[src/nal_length_prefix_to_start_code_top_macros.svh]
// Assertion helpers for the start-code converter.
// Both macros sample on clk and are disabled while arst_n is low.
`ifndef NAL_LENGTH_PREFIX_TO_START_CODE_TOP_MACROS_SVH
`define NAL_LENGTH_PREFIX_TO_START_CODE_TOP_MACROS_SVH

// Same-cycle implication
`define NLSC_ASSERT_IMPLIES(label, ante, cons) \
	label: assert property (@(posedge clk) disable iff (!arst_n) (ante) |-> (cons)) \
		else $error("nlsc: same-cycle check failed");

// Next-cycle implication
`define NLSC_ASSERT_NEXT(label, ante, cons) \
	label: assert property (@(posedge clk) disable iff (!arst_n) (ante) |=> (cons)) \
		else $error("nlsc: next-cycle check failed");

`endif

[src/nlsc_pkg.sv]
package nlsc_pkg;

	// One input beat
	typedef struct packed {
		logic [7:0] data_byte;
		logic       unit_end;
	} item_t;

	// One result beat
	typedef struct packed {
		logic [7:0] out_byte;
		logic [7:0] orig_byte;
		logic       end_of_unit;
		logic [1:0] unit_status;
	} result_t;

	// Framing of the current unit
	typedef enum logic [2:0] {
		MODE_UNDEC = 3'b001,
		MODE_PASS  = 3'b010,
		MODE_LEN   = 3'b100
	} mode_t;

	// Unit status codes
	localparam logic [1:0] ST_PASS      = 2'd0;
	localparam logic [1:0] ST_CLEAN     = 2'd1;
	localparam logic [1:0] ST_MALFORMED = 2'd2;

	// Start code bytes
	localparam logic [7:0] SC_ZERO = 8'h00;
	localparam logic [7:0] SC_LAST = 8'h01;

	// Prefix geometry
	localparam logic [1:0] PREFIX_LAST_PHASE = 2'd3;

endpackage

[src/nal_length_prefix_to_start_code_top.sv]
// Converts an access unit from 4-byte big-endian length prefixes to 00 00 00 01 start
// codes, one byte per beat, and passes a unit that already opens with a start code
// through unchanged. Each result beat also carries the raw input byte for fallback;
// unit_status on the final beat gives passthrough, clean conversion or malformed framing.
// Throughput is one byte per clock, except while result_stall is high or held opening
// bytes drain. Up to three opening bytes are held until the framing is known and then
// drain through the single result register, stalling the input while they go out.
// An accepted byte passes through the input register and then the result register.
`include "nal_length_prefix_to_start_code_top_macros.svh"

module nal_length_prefix_to_start_code_top (
	input  logic               clk,
	input  logic               arst_n,
	input  logic               item_valid,
	output logic               item_stall,
	input  nlsc_pkg::item_t    item,
	output logic               result_valid,
	input  logic               result_stall,
	output nlsc_pkg::result_t  result
);

	logic               res_valid;
	logic               res_stall;
	nlsc_pkg::result_t  res;

	// Framing decision and byte conversion
	nlsc_conv u_conv (
		.clk        (clk),
		.arst_n     (arst_n),
		.item_valid (item_valid),
		.item_stall (item_stall),
		.item       (item),
		.res_valid  (res_valid),
		.res_stall  (res_stall),
		.res        (res)
	);

	// Result register
	nlsc_out_stage u_out (
		.clk          (clk),
		.arst_n       (arst_n),
		.res_valid    (res_valid),
		.res_stall    (res_stall),
		.res          (res),
		.result_valid (result_valid),
		.result_stall (result_stall),
		.result       (result)
	);

	// Status shows only on the closing beat of a unit
	`NLSC_ASSERT_IMPLIES(a_status_on_end, result_valid && (result.unit_status != nlsc_pkg::ST_PASS), result.end_of_unit)
	// Only the three defined status codes appear
	`NLSC_ASSERT_IMPLIES(a_status_code, result_valid, (result.unit_status == nlsc_pkg::ST_PASS) || (result.unit_status == nlsc_pkg::ST_CLEAN) || (result.unit_status == nlsc_pkg::ST_MALFORMED))
	// Input stalls only while a result beat is pending or draining
	`NLSC_ASSERT_NEXT(a_stall_has_work, item_stall, result_valid)

endmodule

[src/nlsc_conv.sv]
module nlsc_conv (
	input  logic               clk,
	input  logic               arst_n,
	input  logic               item_valid,
	output logic               item_stall,
	input  nlsc_pkg::item_t    item,
	output logic               res_valid,
	input  logic               res_stall,
	output nlsc_pkg::result_t  res
);

	// Input register
	logic             in_valid_s1;
	nlsc_pkg::item_t  in_s1;

	// Per-unit state
	logic [7:0]       held_q [3];
	logic [1:0]       hpos_q;
	nlsc_pkg::mode_t  mode_q;
	logic [1:0]       phase_q;
	logic [23:0]      accum_q;
	logic [31:0]      payload_q;
	logic             err_q;
	logic [1:0]       rel_q;

	logic [7:0]       b;
	logic             unit_end;
	logic [2:0]       cnt;
	logic [7:0]       hdr_c [4];
	logic             open001, open000, dec_pass, hold_c, last_c, retire;
	logic [2:0]       nres;

	// Header decision next state
	logic [1:0]       phase_d;
	logic [23:0]      accum_d;
	logic [31:0]      payload_d;
	logic             err_d;
	logic [7:0]       orig_r, out_r;

	// Merged next state and result bytes
	nlsc_pkg::mode_t  mode_n;
	logic [1:0]       phase_n;
	logic [23:0]      accum_n;
	logic [31:0]      payload_n;
	logic             err_n;
	logic [7:0]       out_b, orig_b;
	logic [31:0]      full_len;
	logic [1:0]       status_c;

	assign b        = in_s1.data_byte;
	assign unit_end = in_s1.unit_end;
	assign cnt      = {1'b0, hpos_q} + 3'd1;

	// Held bytes plus the current one, in unit order
	always_comb begin
		hdr_c[0] = (hpos_q == 2'd0) ? b : held_q[0];
		hdr_c[1] = (hpos_q == 2'd1) ? b : held_q[1];
		hdr_c[2] = (hpos_q == 2'd2) ? b : held_q[2];
		hdr_c[3] = b;
	end

	assign open000 = (hdr_c[0] == nlsc_pkg::SC_ZERO) && (hdr_c[1] == nlsc_pkg::SC_ZERO)
		&& (hdr_c[2] == nlsc_pkg::SC_ZERO);
	assign open001 = (hdr_c[0] == nlsc_pkg::SC_ZERO) && (hdr_c[1] == nlsc_pkg::SC_ZERO)
		&& (hdr_c[2] == nlsc_pkg::SC_LAST);

	assign dec_pass = ((cnt == 3'd3) && open001) || ((cnt == 3'd4) && (hdr_c[3] == nlsc_pkg::SC_LAST));
	assign hold_c   = (mode_q == nlsc_pkg::MODE_UNDEC) && !dec_pass && !unit_end
		&& (cnt != 3'd4) && ((cnt < 3'd3) || open000);

	// Results owed by the item in the input register
	assign nres   = (mode_q == nlsc_pkg::MODE_UNDEC) ? cnt : 3'd1;
	assign last_c = ({1'b0, rel_q} == (nres - 3'd1));

	// Length state after the held opening is read as prefix bytes
	always_comb begin
		phase_d   = (cnt == 3'd4) ? 2'd0 : cnt[1:0];
		payload_d = '0;
		err_d     = 1'b0;
		case (cnt)
			3'd1:    accum_d = {16'h0000, hdr_c[0]};
			3'd2:    accum_d = {8'h00, hdr_c[0], hdr_c[1]};
			3'd3:    accum_d = {hdr_c[0], hdr_c[1], hdr_c[2]};
			default: accum_d = '0;
		endcase
		if (cnt == 3'd4) begin
			if (hdr_c[3] == nlsc_pkg::SC_ZERO) err_d = 1'b1;
			else payload_d = {24'h000000, hdr_c[3]};
		end
	end

	// Released opening byte at the current burst index
	always_comb begin
		orig_r = hdr_c[rel_q];
		if (dec_pass) begin
			out_r = orig_r;
		end else if (rel_q == 2'd3) begin
			out_r = (hdr_c[3] == nlsc_pkg::SC_ZERO) ? orig_r : nlsc_pkg::SC_LAST;
		end else begin
			out_r = nlsc_pkg::SC_ZERO;
		end
	end

	assign full_len = {accum_q, b};

	// Result byte and next state per mode
	always_comb begin
		mode_n    = mode_q;
		phase_n   = phase_q;
		accum_n   = accum_q;
		payload_n = payload_q;
		err_n     = err_q;
		out_b     = b;
		orig_b    = b;
		unique case (mode_q)
			nlsc_pkg::MODE_UNDEC: begin
				orig_b = orig_r;
				out_b  = out_r;
				if (dec_pass) begin
					mode_n = nlsc_pkg::MODE_PASS;
				end else begin
					mode_n    = nlsc_pkg::MODE_LEN;
					phase_n   = phase_d;
					accum_n   = accum_d;
					payload_n = payload_d;
					err_n     = err_d;
				end
			end
			nlsc_pkg::MODE_PASS: begin
				out_b = b;
			end
			nlsc_pkg::MODE_LEN: begin
				if (err_q) begin
					out_b = b;
				end else if (payload_q != 32'd0) begin
					out_b     = b;
					payload_n = payload_q - 32'd1;
				end else if (phase_q != nlsc_pkg::PREFIX_LAST_PHASE) begin
					out_b   = nlsc_pkg::SC_ZERO;
					phase_n = phase_q + 2'd1;
					accum_n = {accum_q[15:0], b};
				end else begin
					phase_n = 2'd0;
					accum_n = '0;
					if (full_len == 32'd0) begin
						err_n = 1'b1;
						out_b = b;
					end else begin
						payload_n = full_len;
						out_b     = nlsc_pkg::SC_LAST;
					end
				end
			end
			default: begin
				out_b = b;
			end
		endcase
	end

	// Unit status as it stands after this byte
	always_comb begin
		if (mode_n == nlsc_pkg::MODE_PASS) status_c = nlsc_pkg::ST_PASS;
		else if (err_n || (phase_n != 2'd0) || (payload_n != 32'd0)) status_c = nlsc_pkg::ST_MALFORMED;
		else status_c = nlsc_pkg::ST_CLEAN;
	end

	// Result beat
	always_comb begin
		res.out_byte    = out_b;
		res.orig_byte   = orig_b;
		res.end_of_unit = unit_end && last_c;
		res.unit_status = (unit_end && last_c) ? status_c : nlsc_pkg::ST_PASS;
	end

	assign res_valid  = in_valid_s1 && !hold_c;
	assign retire     = in_valid_s1 && (hold_c || (last_c && !res_stall));
	assign item_stall = in_valid_s1 && !retire;

	// Control state
	always_ff @(posedge clk or negedge arst_n) begin
		if (!arst_n) begin
			in_valid_s1 <= 1'b0;
			hpos_q      <= '0;
			mode_q      <= nlsc_pkg::MODE_UNDEC;
			phase_q     <= '0;
			accum_q     <= '0;
			payload_q   <= '0;
			err_q       <= 1'b0;
			rel_q       <= '0;
		end else begin
			if (item_valid && !item_stall) in_valid_s1 <= 1'b1;
			else if (retire) in_valid_s1 <= 1'b0;

			if (res_valid && !res_stall) rel_q <= last_c ? 2'd0 : rel_q + 2'd1;

			if (retire) begin
				if (unit_end) begin
					hpos_q    <= '0;
					mode_q    <= nlsc_pkg::MODE_UNDEC;
					phase_q   <= '0;
					accum_q   <= '0;
					payload_q <= '0;
					err_q     <= 1'b0;
				end else if (hold_c) begin
					hpos_q <= hpos_q + 2'd1;
				end else begin
					hpos_q    <= '0;
					mode_q    <= mode_n;
					phase_q   <= phase_n;
					accum_q   <= accum_n;
					payload_q <= payload_n;
					err_q     <= err_n;
				end
			end
		end
	end

	// Payload registers
	always_ff @(posedge clk) begin
		if (item_valid && !item_stall) in_s1 <= item;
		if (retire && hold_c) begin
			for (int k = 0; k < 3; k++) begin
				if (hpos_q == 2'(k)) held_q[k] <= b;
			end
		end
	end

endmodule

[src/nlsc_out_stage.sv]
module nlsc_out_stage (
	input  logic               clk,
	input  logic               arst_n,
	input  logic               res_valid,
	output logic               res_stall,
	input  nlsc_pkg::result_t  res,
	output logic               result_valid,
	input  logic               result_stall,
	output nlsc_pkg::result_t  result
);

	logic               out_valid_q;
	nlsc_pkg::result_t  out_q;

	// Load when empty or when the held beat is taken
	assign res_stall = out_valid_q && result_stall;

	always_ff @(posedge clk or negedge arst_n) begin
		if (!arst_n) begin
			out_valid_q <= 1'b0;
		end else if (!res_stall) begin
			out_valid_q <= res_valid;
		end
	end

	always_ff @(posedge clk) begin
		if (res_valid && !res_stall) out_q <= res;
	end

	assign result_valid = out_valid_q;
	assign result       = out_q;

endmodule
[config.mk]
export PLATFORM = sky130hd
export DESIGN_NAME = nal_length_prefix_to_start_code_top
export DESIGN_NICKNAME = d
export VERILOG_FILES = /design/src/nlsc_pkg.sv /design/src/nal_length_prefix_to_start_code_top.sv /design/src/nlsc_conv.sv /design/src/nlsc_out_stage.sv
export VERILOG_INCLUDE_DIRS = /design/src /design/src/src
export SDC_FILE = /design/constraint.sdc
export NUM_CORES = 1
export LEC_CHECK = 0
export ABC_AREA = 0
export BUFFER_PORTS_ARGS = -buffer_cell sky130_fd_sc_hd__buf_4
export CAP_MARGIN = 20
export CORE_ASPECT_RATIO = 1.4
export CORE_MARGIN = 5
export CORE_UTILIZATION = 40
export DETAILED_ROUTE_END_ITERATION = 16
export PLACE_DENSITY_LB_ADDON = 0.12
export SLEW_MARGIN = 20
export SYNTH_ARGS = -nofsm -noshare
export SYNTH_HDL_FRONTEND = slang
export SYNTH_SLANG_ARGS = --single-unit
[constraint.sdc]
create_clock -name clk -period 3.68 [get_ports clk]
set_input_delay 0.552 -clock clk [delete_from_list [all_inputs] [get_ports clk]]
set_output_delay 0.552 -clock clk [all_outputs]
set_load 0.03 [all_outputs]
==> flow_summary.json, run 1 <==
{
  "layout.cells.most_common_list": "140 x sky130_fd_sc_hd__buf_4, 127 x sky130_fd_sc_hd__nand2_1, 67 x sky130_fd_sc_hd__dfrtp_1",
  "post_synth_and_or_nand_nor_area_fraction_pct": 23.38,
  "worst_ep_arrival_time_ns": 3.80,
  "numPortBuffers": 33,
  "cp_max_fo": 5,
  "cp-end-kind": "flop",
  "synth.area.mux_share_pct": 4.556,
  "max_freq_mhz": 275.4,
  "synth_area_in_compound_gates_pct": 21.60,
  "dp.final_hpwl_um": 22470,
  "grt_pass1_vias": 7371,
  "nets": 960,
  "critical_path_buf_inv_count": 2,
  "final_common_cell": "sky130_fd_sc_hd__buf_4",
  "clock_tree.htree_level_count": 4,
  "clock-root-buffer": "sky130_fd_sc_hd__clkbuf_16",
  "floorplan.die_area_um2": 21770,
  "synth-edff-count": 52,
  "startpoint_type": "flop",
  "clk_path_buf_depth": 2,
  "timing.hold.ws_ns": 0.2613,
  "netlist_instances": 840,
  "final_min_period_over_clock_period_pct": 98.66,
  "cp_slowest_stage_delay_ns": 0.53,
  "netlist_area_um2": 7552,
  "holdBufCountCts": 0,
  "detail_route.wirelength_um": 29670,
  "finClkSkew_ns": 0.01065,
  "synth_seq_area_share_pct": 43.22,
  "cts.sinks": 120,
  "maxCapViolations": 0,
  "average_size_of_a_mapped_cell_um2": 8.991,
  "worst_path_most_repeated_cell": "sky130_fd_sc_hd__or4_4",
  "stdcell_area_um2": 9376,
  "slowest_stage": "sky130_fd_sc_hd__or4_4",
  "post_route_setup_tns_ns": 0,
  "grt_antenna_before_repair": 0,
  "placement_rows": 59,
  "drt-wirelength-per-cell_um": 24.83,
  "fraction_of_final_layout_cells_sized_beyond_drive_strength_1_pct": 22.71,
  "ant_nets": 0,
  "drtPass1Iterations": 5,
  "n_antenna_cell": 0,
  "synth_top_family_by_area": "simple AND/OR/NAND/NOR gates",
  "flow.area_growth_from_synthesis_pct": 24.16,
  "tritoncts.num_buffers": 17,
  "grt.met3_usage_pct": 4.074,
  "grt_remaining_overflow": 0,
  "timing.setup.critical_path_class": "flop to flop",
  "gp_congestion": 0.9671,
  "layer_carrying_the_most_global_route_usage": "met2",
  "grt_first_pass_wirelength_um": 45080,
  "clk-insertion-delay-late_ns": 0.42,
  "postSynthRegisterBits": 120,
  "detailedRoute.firstIterationViolations": 600,
  "grt_use_met1_pct": 31.65,
  "die_width_um": 126.1,
  "finalMaxSlewViolations": 0,
  "run_status": "finished, final reports clean",
  "grt_util_met2_pct": 47.47,
  "floorplan.io_pins": 34,
  "tritoncts": "yes",
  "tightestPinTransition_ns": 0.9792,
  "cell_chain_of_the_critical_path": "or4_4, nor4_4, buf_4, nand3_2, nand2_1, buf_4, o21ai_0, or4_4, or4_4, o21ba_1",
  "die-height_um": 172.6,
  "initial_cell_density_of_the_core_pct": 40.60,
  "design.core.area_um2": 18600,
  "viasPerCell": 6.119,
  "synthAdderAreaFrac_pct": 1.491,
  "clk_transition_reported_paths_ns": 0.06,
  "cp.required_ns": 3.85,
  "yosys_warnings": 0,
  "critical-path-top-delay-family": "simple AND/OR/NAND/NOR gates",
  "layout.filler_cells": 1826,
  "count_of_vias_placed_by_the_detailed_router": 7312,
  "synthArstFlopShare_pct": 56.67,
  "synth.net_count": 862,
  "area_of_placed_instances_um2": 8666,
  "synth-xor-area-share_pct": 1.508,
  "synthFlopType": "sky130_fd_sc_hd__dfrtp_1",
  "globalRouteTotalUtil_pct": 27.07,
  "min_period_ns": 3.631,
  "worst_hold_path_type": "input pin to asynchronous set/reset pin",
  "grt_max_degree": 69,
  "number_of_endpoints_with_negative_hold_slack_in_the_final_report": 0,
  "max_slew_margin_pct": 34.72,
  "drt_drc_violations_left": 0,
  "setup-violations-final": 0,
  "synth.lib_cells_used.distinct": 75
}
cells in the mapped netlist, types with 3 or more instances:
master,count,share of area [%]
sky130_fd_sc_hd__a22o_1,25,2.9
sky130_fd_sc_hd__dfrtp_1,67,22
sky130_fd_sc_hd__a31oi_1,9,0.75
sky130_fd_sc_hd__nor2_1,61,3.0
sky130_fd_sc_hd__or3_1,5,0.41
sky130_fd_sc_hd__a21o_1,10,0.99
sky130_fd_sc_hd__clkbuf_1,54,2.7
sky130_fd_sc_hd__buf_2,3,0.20
sky130_fd_sc_hd__o21ai_1,4,0.27
sky130_fd_sc_hd__a22oi_1,28,2.8
sky130_fd_sc_hd__inv_1,11,0.55
sky130_fd_sc_hd__edfxtp_1,52,21
sky130_fd_sc_hd__or2_2,4,0.33
sky130_fd_sc_hd__nand4_1,13,1.1
sky130_fd_sc_hd__nor2b_1,13,1.1
sky130_fd_sc_hd__nand4b_1,3,0.35
sky130_fd_sc_hd__nor3_1,26,1.7
sky130_fd_sc_hd__nand3_1,29,1.9
sky130_fd_sc_hd__and2_1,6,0.50
sky130_fd_sc_hd__a221o_1,4,0.53
sky130_fd_sc_hd__a21oi_1,53,3.5
sky130_fd_sc_hd__or4_4,3,0.45
sky130_fd_sc_hd__xnor2_1,10,1.2
sky130_fd_sc_hd__o31ai_1,40,4.0
sky130_fd_sc_hd__mux2_2,3,0.45
sky130_fd_sc_hd__a211oi_1,5,0.50
sky130_fd_sc_hd__nand2_1,128,6.4
sky130_fd_sc_hd__and3_1,8,0.66
sky130_fd_sc_hd__nor4_1,25,2.1
sky130_fd_sc_hd__o21ai_0,26,1.7
sky130_fd_sc_hd__and2_0,3,0.25
sky130_fd_sc_hd__ha_1,9,1.5
sky130_fd_sc_hd__or4_1,7,0.70
sky130_fd_sc_hd__xor2_1,3,0.35
sky130_fd_sc_hd__mux2i_1,31,4.1
sky130_fd_sc_hd__buf_6,3,0.45
sky130_fd_sc_hd__nor3b_1,5,0.50
sky130_fd_sc_hd__nand3b_1,3,0.30
cell families (layout without fill, tap and decap cells):
| logic type | count (synthesis) | in the layout |
|---|---|---|
| AOI/OAI and AO/OA | 235 | 235 |
| xor gates and xnor gates | 13 | 13 |
| adders and majority gates | 9 | 9 |
| buffers and inverters | 75 | 186 |
| DFF | 120 | 120 |
| muxes | 34 | 34 |
| and+or+nand+nor | 354 | 354 |
flip-flops by register name, summed over array words and instances, names as in the netlist:
name                count
u_conv.payload_q       32
u_conv.err_q            1
u_conv.accum_q         24
u_out.result_valid      1
u_conv.hpos_q           2
u_conv.rel_q            2
u_conv.in_valid_s1      1
u_conv.phase_q          2
u_conv.b                8
u_conv.mode_q           3
u_conv.unit_end         1
u_conv.held_q          24
u_out.result           19
per-stage QoR:
step / setup slack (ns) / utilization, % / std cells
2_1_floorplan: 0.07090 / - / 840
3_3_place_gp: -0.2421 / 46.58 / 1160
3_5_place_dp: -0.1495 / 46.58 / 1160
4_1_cts: 0.002592 / 49.72 / 1192
5_1_grt: -0.005696 / 50.40 / 1195
6_report: 0.04925 / 50.40 / 1195
layer usage:
| layer | vias up | routed length (um) |
|---|---|---|
| met5 | - | 0 |
| met1 | 3593 | 11380 |
| met2 | 283 | 15420 |
| met3 | 77 | 1336 |
| met4 | 0 | 1533 |
| li1 | 3359 | - |
final cells by class:
| class | instances | area (um2) | share of cell area [%] |
|---|---|---|---|
| multi-input cells | 645 | 4098 | 43.70 |
| flip-flops and latches | 120 | 3264 | 34.81 |
| repair buffers | 142 | 1091 | 11.64 |
| clock buffers | 20 | 446.7 | 4.764 |
| well taps | 244 | 305.3 | 3.256 |
| clock inverters | 12 | 126.4 | 1.348 |
| inverters | 12 | 45.04 | 0.4804 |
final timing paths:
check,from,to,slack [ns],depth (start not counted)
setup / recovery,u_conv.payload_q[12],u_out.result[1],0.05,10
hold / removal,arst_n,u_conv.accum_q[22],0.26,1
setup reg to reg,u_conv.payload_q[12],u_out.result[1],0.05,10
hold reg to reg,u_conv.accum_q[23],u_conv.accum_q[23],0.54,2
max in group asynchronous,arst_n,u_conv.payload_q[4],2.75,1
min in group clk,item[8],u_conv.b[7],0.31,1
repair_timing:
item | 4_1_cts | 5_1_grt
endpoints found under the setup margin | 3 | 27
gates resized for setup | 3 | 24
pin swaps | 1 | 5
setup buffers | 0 | 3
Power of run 1 is not shown: default switching activity piles up to over one toggle a cycle in this logic, so the estimate is an artifact.
==> run 2: changes to the inputs <==
--- a/config.mk
+++ b/config.mk
@@ -9,7 +9,6 @@
 export ABC_AREA = 0
 export BUFFER_PORTS_ARGS = -buffer_cell sky130_fd_sc_hd__buf_4
 export CAP_MARGIN = 20
-export CORE_ASPECT_RATIO = 1.4
 export CORE_MARGIN = 5
 export CORE_UTILIZATION = 40
 export DETAILED_ROUTE_END_ITERATION = 16
==> constraint.sdc (replaced) <==
create_clock -name clk -period 4.25 [get_ports clk]
set_input_delay 0.6375 -clock clk [delete_from_list [all_inputs] [get_ports clk]]
set_output_delay 0.6375 -clock clk [all_outputs]
set_load 0.03 [all_outputs]
==> run 2 against run 1 <==
Effect of this change:
- count of clock-buffer cells in the layout rose by 2
- critical path depth fell by 1
- wire length fell by 6.0%
- flip-flop and latch count did not move
- core utilization fell by 3.1 points
- first-iteration DRC count rose by 28%
- worst setup slack improved by 0.28 ns
- non-clock buffer count fell by 61
- register-to-register slack improved by 0.28 ns
- worst hold slack improved by 0.10 ns
- critical path type unchanged
==> flow_summary.json, run 2 (same netlist as run 1, synthesis figures left out) <==
{
  "top_register": "u_conv.payload_q",
  "clock_tree.htree_level_count": 4,
  "number_of_endpoints_with_negative_hold_slack_in_the_final_report": 0,
  "worst_hold_path_type": "input pin to asynchronous set/reset pin",
  "grt_antenna_before_repair": 0,
  "initial_cell_density_of_the_core_pct": 40.51,
  "setup-violations-final": 0,
  "ant_nets": 0,
  "clk_transition_reported_paths_ns": 0.06,
  "timing.hold.ws_ns": 0.3622,
  "grt_first_pass_wirelength_um": 41720,
  "reg2reg_capture_point": "u_out.result[1]",
  "postCtsSetupBuffers": 0,
  "maxCapViolations": 0,
  "dp.final_hpwl_um": 20430,
  "finalMaxSlewViolations": 0,
  "tightestPinTransition_ns": 0.9756,
  "drt_drc_violations_left": 0,
  "timing.setup.critical_path_class": "flop to flop",
  "detail_route.wirelength_um": 27890,
  "clk-insertion-delay-late_ns": 0.43,
  "cp-end-kind": "flop",
  "final_min_period_over_clock_period_pct": 92.25,
  "startpoint_type": "flop",
  "die_width_um": 147.4,
  "detailedRoute.firstIterationViolations": 769,
  "drtPass1Iterations": 5,
  "gp_congestion": 0.9401,
  "nets": 899,
  "max_freq_mhz": 255.1,
  "globalRouteTotalUtil_pct": 25.36,
  "cp.required_ns": 4.43,
  "grt_pass1_vias": 6764,
  "largest_register_ffs": 32,
  "clk_path_buf_depth": 2,
  "count_of_vias_placed_by_the_detailed_router": 7122,
  "cell_chain_of_the_critical_path": "or4_1, nor4_4, and3_4, nor2_1, a22o_1, a2111oi_0, nand4_1, or4_4, o21ba_1",
  "numPortBuffers": 33,
  "cp_max_fo": 32,
  "design.core.area_um2": 18640,
  "placement_rows": 50,
  "fin_cells": 1124,
  "rsz0062_at_grt": "false",
  "viasPerCell": 6.336,
  "timing.reg2reg.setup_slack_ns": 0.33,
  "cp_slowest_stage_delay_ns": 0.67,
  "cts.sinks": 120,
  "final_common_cell": "sky130_fd_sc_hd__nand2_1",
  "die-height_um": 147.4,
  "max_slew_margin_pct": 34.96,
  "critical_path_buf_inv_count": 0,
  "critical-path-top-delay-family": "simple AND/OR/NAND/NOR gates",
  "grt_max_degree": 69,
  "clock-root-buffer": "sky130_fd_sc_hd__clkbuf_16",
  "min_period_ns": 3.921,
  "layout.filler_cells": 1806,
  "layout.cells.most_common_list": "128 x sky130_fd_sc_hd__nand2_1, 81 x sky130_fd_sc_hd__buf_4, 67 x sky130_fd_sc_hd__dfrtp_1",
  "grt_remaining_overflow": 0,
  "largestRegisters": "u_conv.payload_q x32, u_conv.accum_q x24, u_conv.held_q x24",
  "tritoncts.num_buffers": 17,
  "drt-wirelength-per-cell_um": 24.81,
  "worst_ep_arrival_time_ns": 4.10,
  "post_route_setup_tns_ns": 0,
  "run_status": "finished, final reports clean",
  "tritoncts": "yes",
  "slowest_stage": "sky130_fd_sc_hd__or4_1",
  "fraction_of_final_layout_cells_sized_beyond_drive_strength_1_pct": 15.28,
  "floorplan.die_area_um2": 21730,
  "post-route-util_pct": 47.27,
  "floorplan.io_pins": 34,
  "worst_r2r_startpoint": "u_conv.payload_q[15]",
  "finClkSkew_ns": 0.01186,
  "flow.area_growth_from_synthesis_pct": 16.68,
  "worst_r2r_path_depth": 9,
  "placed_cells": 1092,
  "n_antenna_cell": 0
}
[run 2: cell types whose count changed in the layout (fill, tap and decap cells not counted), sizes merged]
cell    delta
buf       -61
clkbuf     +2
clkinv     -2
bufinv     -1
inv        +1
[run 2: cell type report]
cell class              instances  area, um2  share of cell area [%]
clock inverters                10      107.6                   1.221
flip-flops and latches        120       3264                   37.04
repair buffers                 81      608.1                   6.900
clock buffers                  22      506.7                   5.750
well taps                     234      292.8                   3.322
inverters                      12      45.04                  0.5111
multi-input cells             645       3988                   45.25
[run 2: worst max path at each step]
stage	cells past startpoint	slack, ns	startpoint	end
floorplan	10	0.64	u_conv.hpos_q[0]	u_conv.rel_q[0]
finish	9	0.33	u_conv.payload_q[15]	u_out.result[1]
global route	9	0.09	u_conv.payload_q[15]	u_out.result[1]
CTS	10	0.23	u_conv.hpos_q[0]	item_stall
global placement	11	0.30	u_conv.hpos_q[0]	u_out.result[1]
detailed placement	11	0.27	u_conv.hpos_q[0]	u_out.result[1]
[run 2: metal layers]
| layer | wire, um | share of wire [%] | vias up | GRT usage, % |
|---|---|---|---|---|
| met4 | 630 | 2.3 | 0 | 7.642 |
| li1 | - | - | 3250 | - |
| met2 | 12940 | 46 | 333 | 39.40 |
| met1 | 12200 | 44 | 3485 | 35.49 |
| met3 | 2116 | 7.6 | 54 | 5.886 |
| met5 | 0 | 0 | - | 0 |
[run 2: worst register-to-register path, cell delays in order (launching register included)]
cell and delay [ns]:
sky130_fd_sc_hd__dfrtp_1 0.45, sky130_fd_sc_hd__or4_1 0.67, sky130_fd_sc_hd__nor4_4 0.28, sky130_fd_sc_hd__and3_4 0.49, sky130_fd_sc_hd__nor2_1 0.23, sky130_fd_sc_hd__a22o_1 0.25
sky130_fd_sc_hd__a2111oi_0 0.37, sky130_fd_sc_hd__nand4_1 0.15, sky130_fd_sc_hd__or4_4 0.58, sky130_fd_sc_hd__o21ba_1 0.20
[run 2: what timing repair did]
item,4_1_cts,5_1_grt
hold buffers,0,0
endpoints found under the hold margin,0,0
resized for setup,0,1
endpoints found under the setup margin,0,2
[run 2: metrics by stage]
stage               instance area (um2)  setup slack (ns)
floorplan                          7552            0.6409
global placement                   8193            0.2980
detailed placement                 8193            0.2658
CTS                                8807            0.2293
global route                       8812           0.09269
finish                             8812            0.3295
Power of run 2 is left out for the same reason.
==> run 3: changes to the inputs <==
--- a/config.mk
+++ b/config.mk
@@ -12,6 +12,7 @@
 export CORE_MARGIN = 5
 export CORE_UTILIZATION = 40
 export DETAILED_ROUTE_END_ITERATION = 16
+export MAX_ROUTING_LAYER = met4
 export PLACE_DENSITY_LB_ADDON = 0.12
 export SLEW_MARGIN = 20
 export SYNTH_ARGS = -nofsm -noshare
==> run 3 against run 2 <==
Effect of this change:
- cell count did not move
- critical path depth grew 1
- wire length is 2.1% higher
- die area did not move
- critical path type is now flop to output pin
- critical endpoint is now item_stall
- clock skew is 0.0023 ns lower
==> flow_summary.json, run 3 (same netlist as run 1, synthesis figures left out) <==
{
  "setup-violations-final": 0,
  "count_of_vias_placed_by_the_detailed_router": 7199,
  "initial_cell_density_of_the_core_pct": 40.51,
  "postLayoutSetupSlackWorst_ns": 0.2231,
  "cp.required_ns": 3.61,
  "largestRegisters": "u_conv.payload_q x32, u_conv.accum_q x24, u_conv.held_q x24",
  "regArea_um2": 3264,
  "startpoint_type": "flop",
  "top_register": "u_conv.payload_q",
  "grt_pass1_vias": 7017,
  "viasPerCell": 6.405,
  "clk-insertion-delay-late_ns": 0.42,
  "tritoncts": "yes",
  "worst_r2r_path_depth": 11,
  "drtPass1Iterations": 5,
  "globalRouteTotalUtil_pct": 27.01,
  "gp_congestion": 0.9529,
  "timing.reg2reg.setup_slack_ns": 0.30,
  "detailedRoute.firstIterationViolations": 880,
  "detail_route.wirelength_um": 28460,
  "worst_r2r_startpoint": "u_conv.hpos_q[0]",
  "grt_first_pass_wirelength_um": 43190,
  "number_of_endpoints_with_negative_hold_slack_in_the_final_report": 0,
  "timing.setup.critical_path_class": "flop to output pin",
  "finalMaxSlewViolations": 0,
  "max_freq_mhz": 248.3,
  "clk_path_buf_depth": 2,
  "dp.final_hpwl_um": 20770,
  "post-route-util_pct": 47.15,
  "drt_drc_violations_left": 0,
  "n_antenna_cell": 0,
  "design.core.area_um2": 18640,
  "worst_hold_path_type": "input pin to asynchronous set/reset pin",
  "cp-end-kind": "output pin",
  "die-height_um": 147.4,
  "holdBufCountCts": 0,
  "max_slew_margin_pct": 31.37,
  "tritoncts.num_buffers": 17,
  "worstSetupStartpoint": "u_conv.hpos_q[0]",
  "flow.area_growth_from_synthesis_pct": 16.39,
  "final_min_period_over_clock_period_pct": 94.75,
  "floorplan.io_pins": 34,
  "fraction_of_final_layout_cells_sized_beyond_drive_strength_1_pct": 15.06,
  "ant_nets": 0,
  "multi_input_area_um2": 3983,
  "maxCapViolations": 0,
  "final_common_cell": "sky130_fd_sc_hd__nand2_1",
  "min_period_ns": 4.027,
  "grt_remaining_overflow": 0,
  "nets": 899,
  "postCtsResizedCells": 0,
  "finClkSkew_ns": 0.009576,
  "placement_rows": 50,
  "layout.filler_cells": 1813,
  "numPortBuffers": 33,
  "post_route_setup_tns_ns": 0,
  "die_width_um": 147.4,
  "postCtsSetupBuffers": 0,
  "cp_max_fo": 13,
  "largest_register_ffs": 32,
  "grt_antenna_before_repair": 0,
  "reg2reg_capture_point": "u_out.result[1]",
  "run_status": "finished, final reports clean",
  "tightestPinTransition_ns": 1.027,
  "rsz0062_at_grt": "false",
  "layout.cells.most_common_list": "128 x sky130_fd_sc_hd__nand2_1, 81 x sky130_fd_sc_hd__buf_4, 67 x sky130_fd_sc_hd__dfrtp_1",
  "clk_transition_reported_paths_ns": 0.06,
  "floorplan.die_area_um2": 21730,
  "cts.sinks": 120,
  "clock_tree.htree_level_count": 4,
  "worst_ep_arrival_time_ns": 3.39,
  "grt_max_degree": 69,
  "clock-root-buffer": "sky130_fd_sc_hd__clkbuf_16",
  "pre_cts_slack_ns": 0.4249,
  "drt-wirelength-per-cell_um": 25.32
}
## run 3: final cells by class
| class | count | area share (%) |
|---|---|---|
| flip-flops and latches | 120 | 37.14 |
| multi-input cells | 645 | 45.31 |
| well taps | 234 | 3.331 |
| inverters | 12 | 0.5125 |
| clock inverters | 9 | 0.8541 |
| clock buffers | 23 | 5.936 |
| repair buffers | 81 | 6.918 |
## run 3: how the worst max path moves through the flow
stage | end | slack, ns | cells after the start
6_report | item_stall | 0.22 | 10
2_1_floorplan | u_conv.rel_q[0] | 0.64 | 10
3_3_place_gp | u_out.result[1] | 0.43 | 10
3_5_place_dp | u_out.result[1] | 0.42 | 10
4_1_cts | item_stall | 0.31 | 10
5_1_grt | item_stall | 0.006 | 10
## run 3: through the flow
stage | cell area [um2] | hold WS [ns] | cells
finish | 8790 | 0.3697 | 1124
global route | 8790 | 0.3710 | 1124
CTS | 8790 | 0.3773 | 1124
detailed placement | 8193 | 0.5200 | 1092
global placement | 8193 | 0.5202 | 1092
floorplan | 7552 | 0.3419 | 840
## run 3: routing by layer
layer  GRT usage (%)  part of all wire (%)
met1           36.42                    43
met2           40.14                    45
met3           6.407                   8.6
met4           9.366                   3.4
met5               -                     0
## run 3: critical path, cell delays in order, from the launching register on
cell,delay [ns]
sky130_fd_sc_hd__dfrtp_1,0.45
sky130_fd_sc_hd__inv_1,0.17
sky130_fd_sc_hd__ha_1,0.49
sky130_fd_sc_hd__nor3b_1,0.24
sky130_fd_sc_hd__o22ai_1,0.11
sky130_fd_sc_hd__nor3_1,0.47
sky130_fd_sc_hd__a31oi_1,0.20
sky130_fd_sc_hd__o41ai_1,0.36
sky130_fd_sc_hd__buf_4,0.22
sky130_fd_sc_hd__nor2_1,0.08
sky130_fd_sc_hd__buf_4,0.17
Power of run 3 is left out for the same reason.
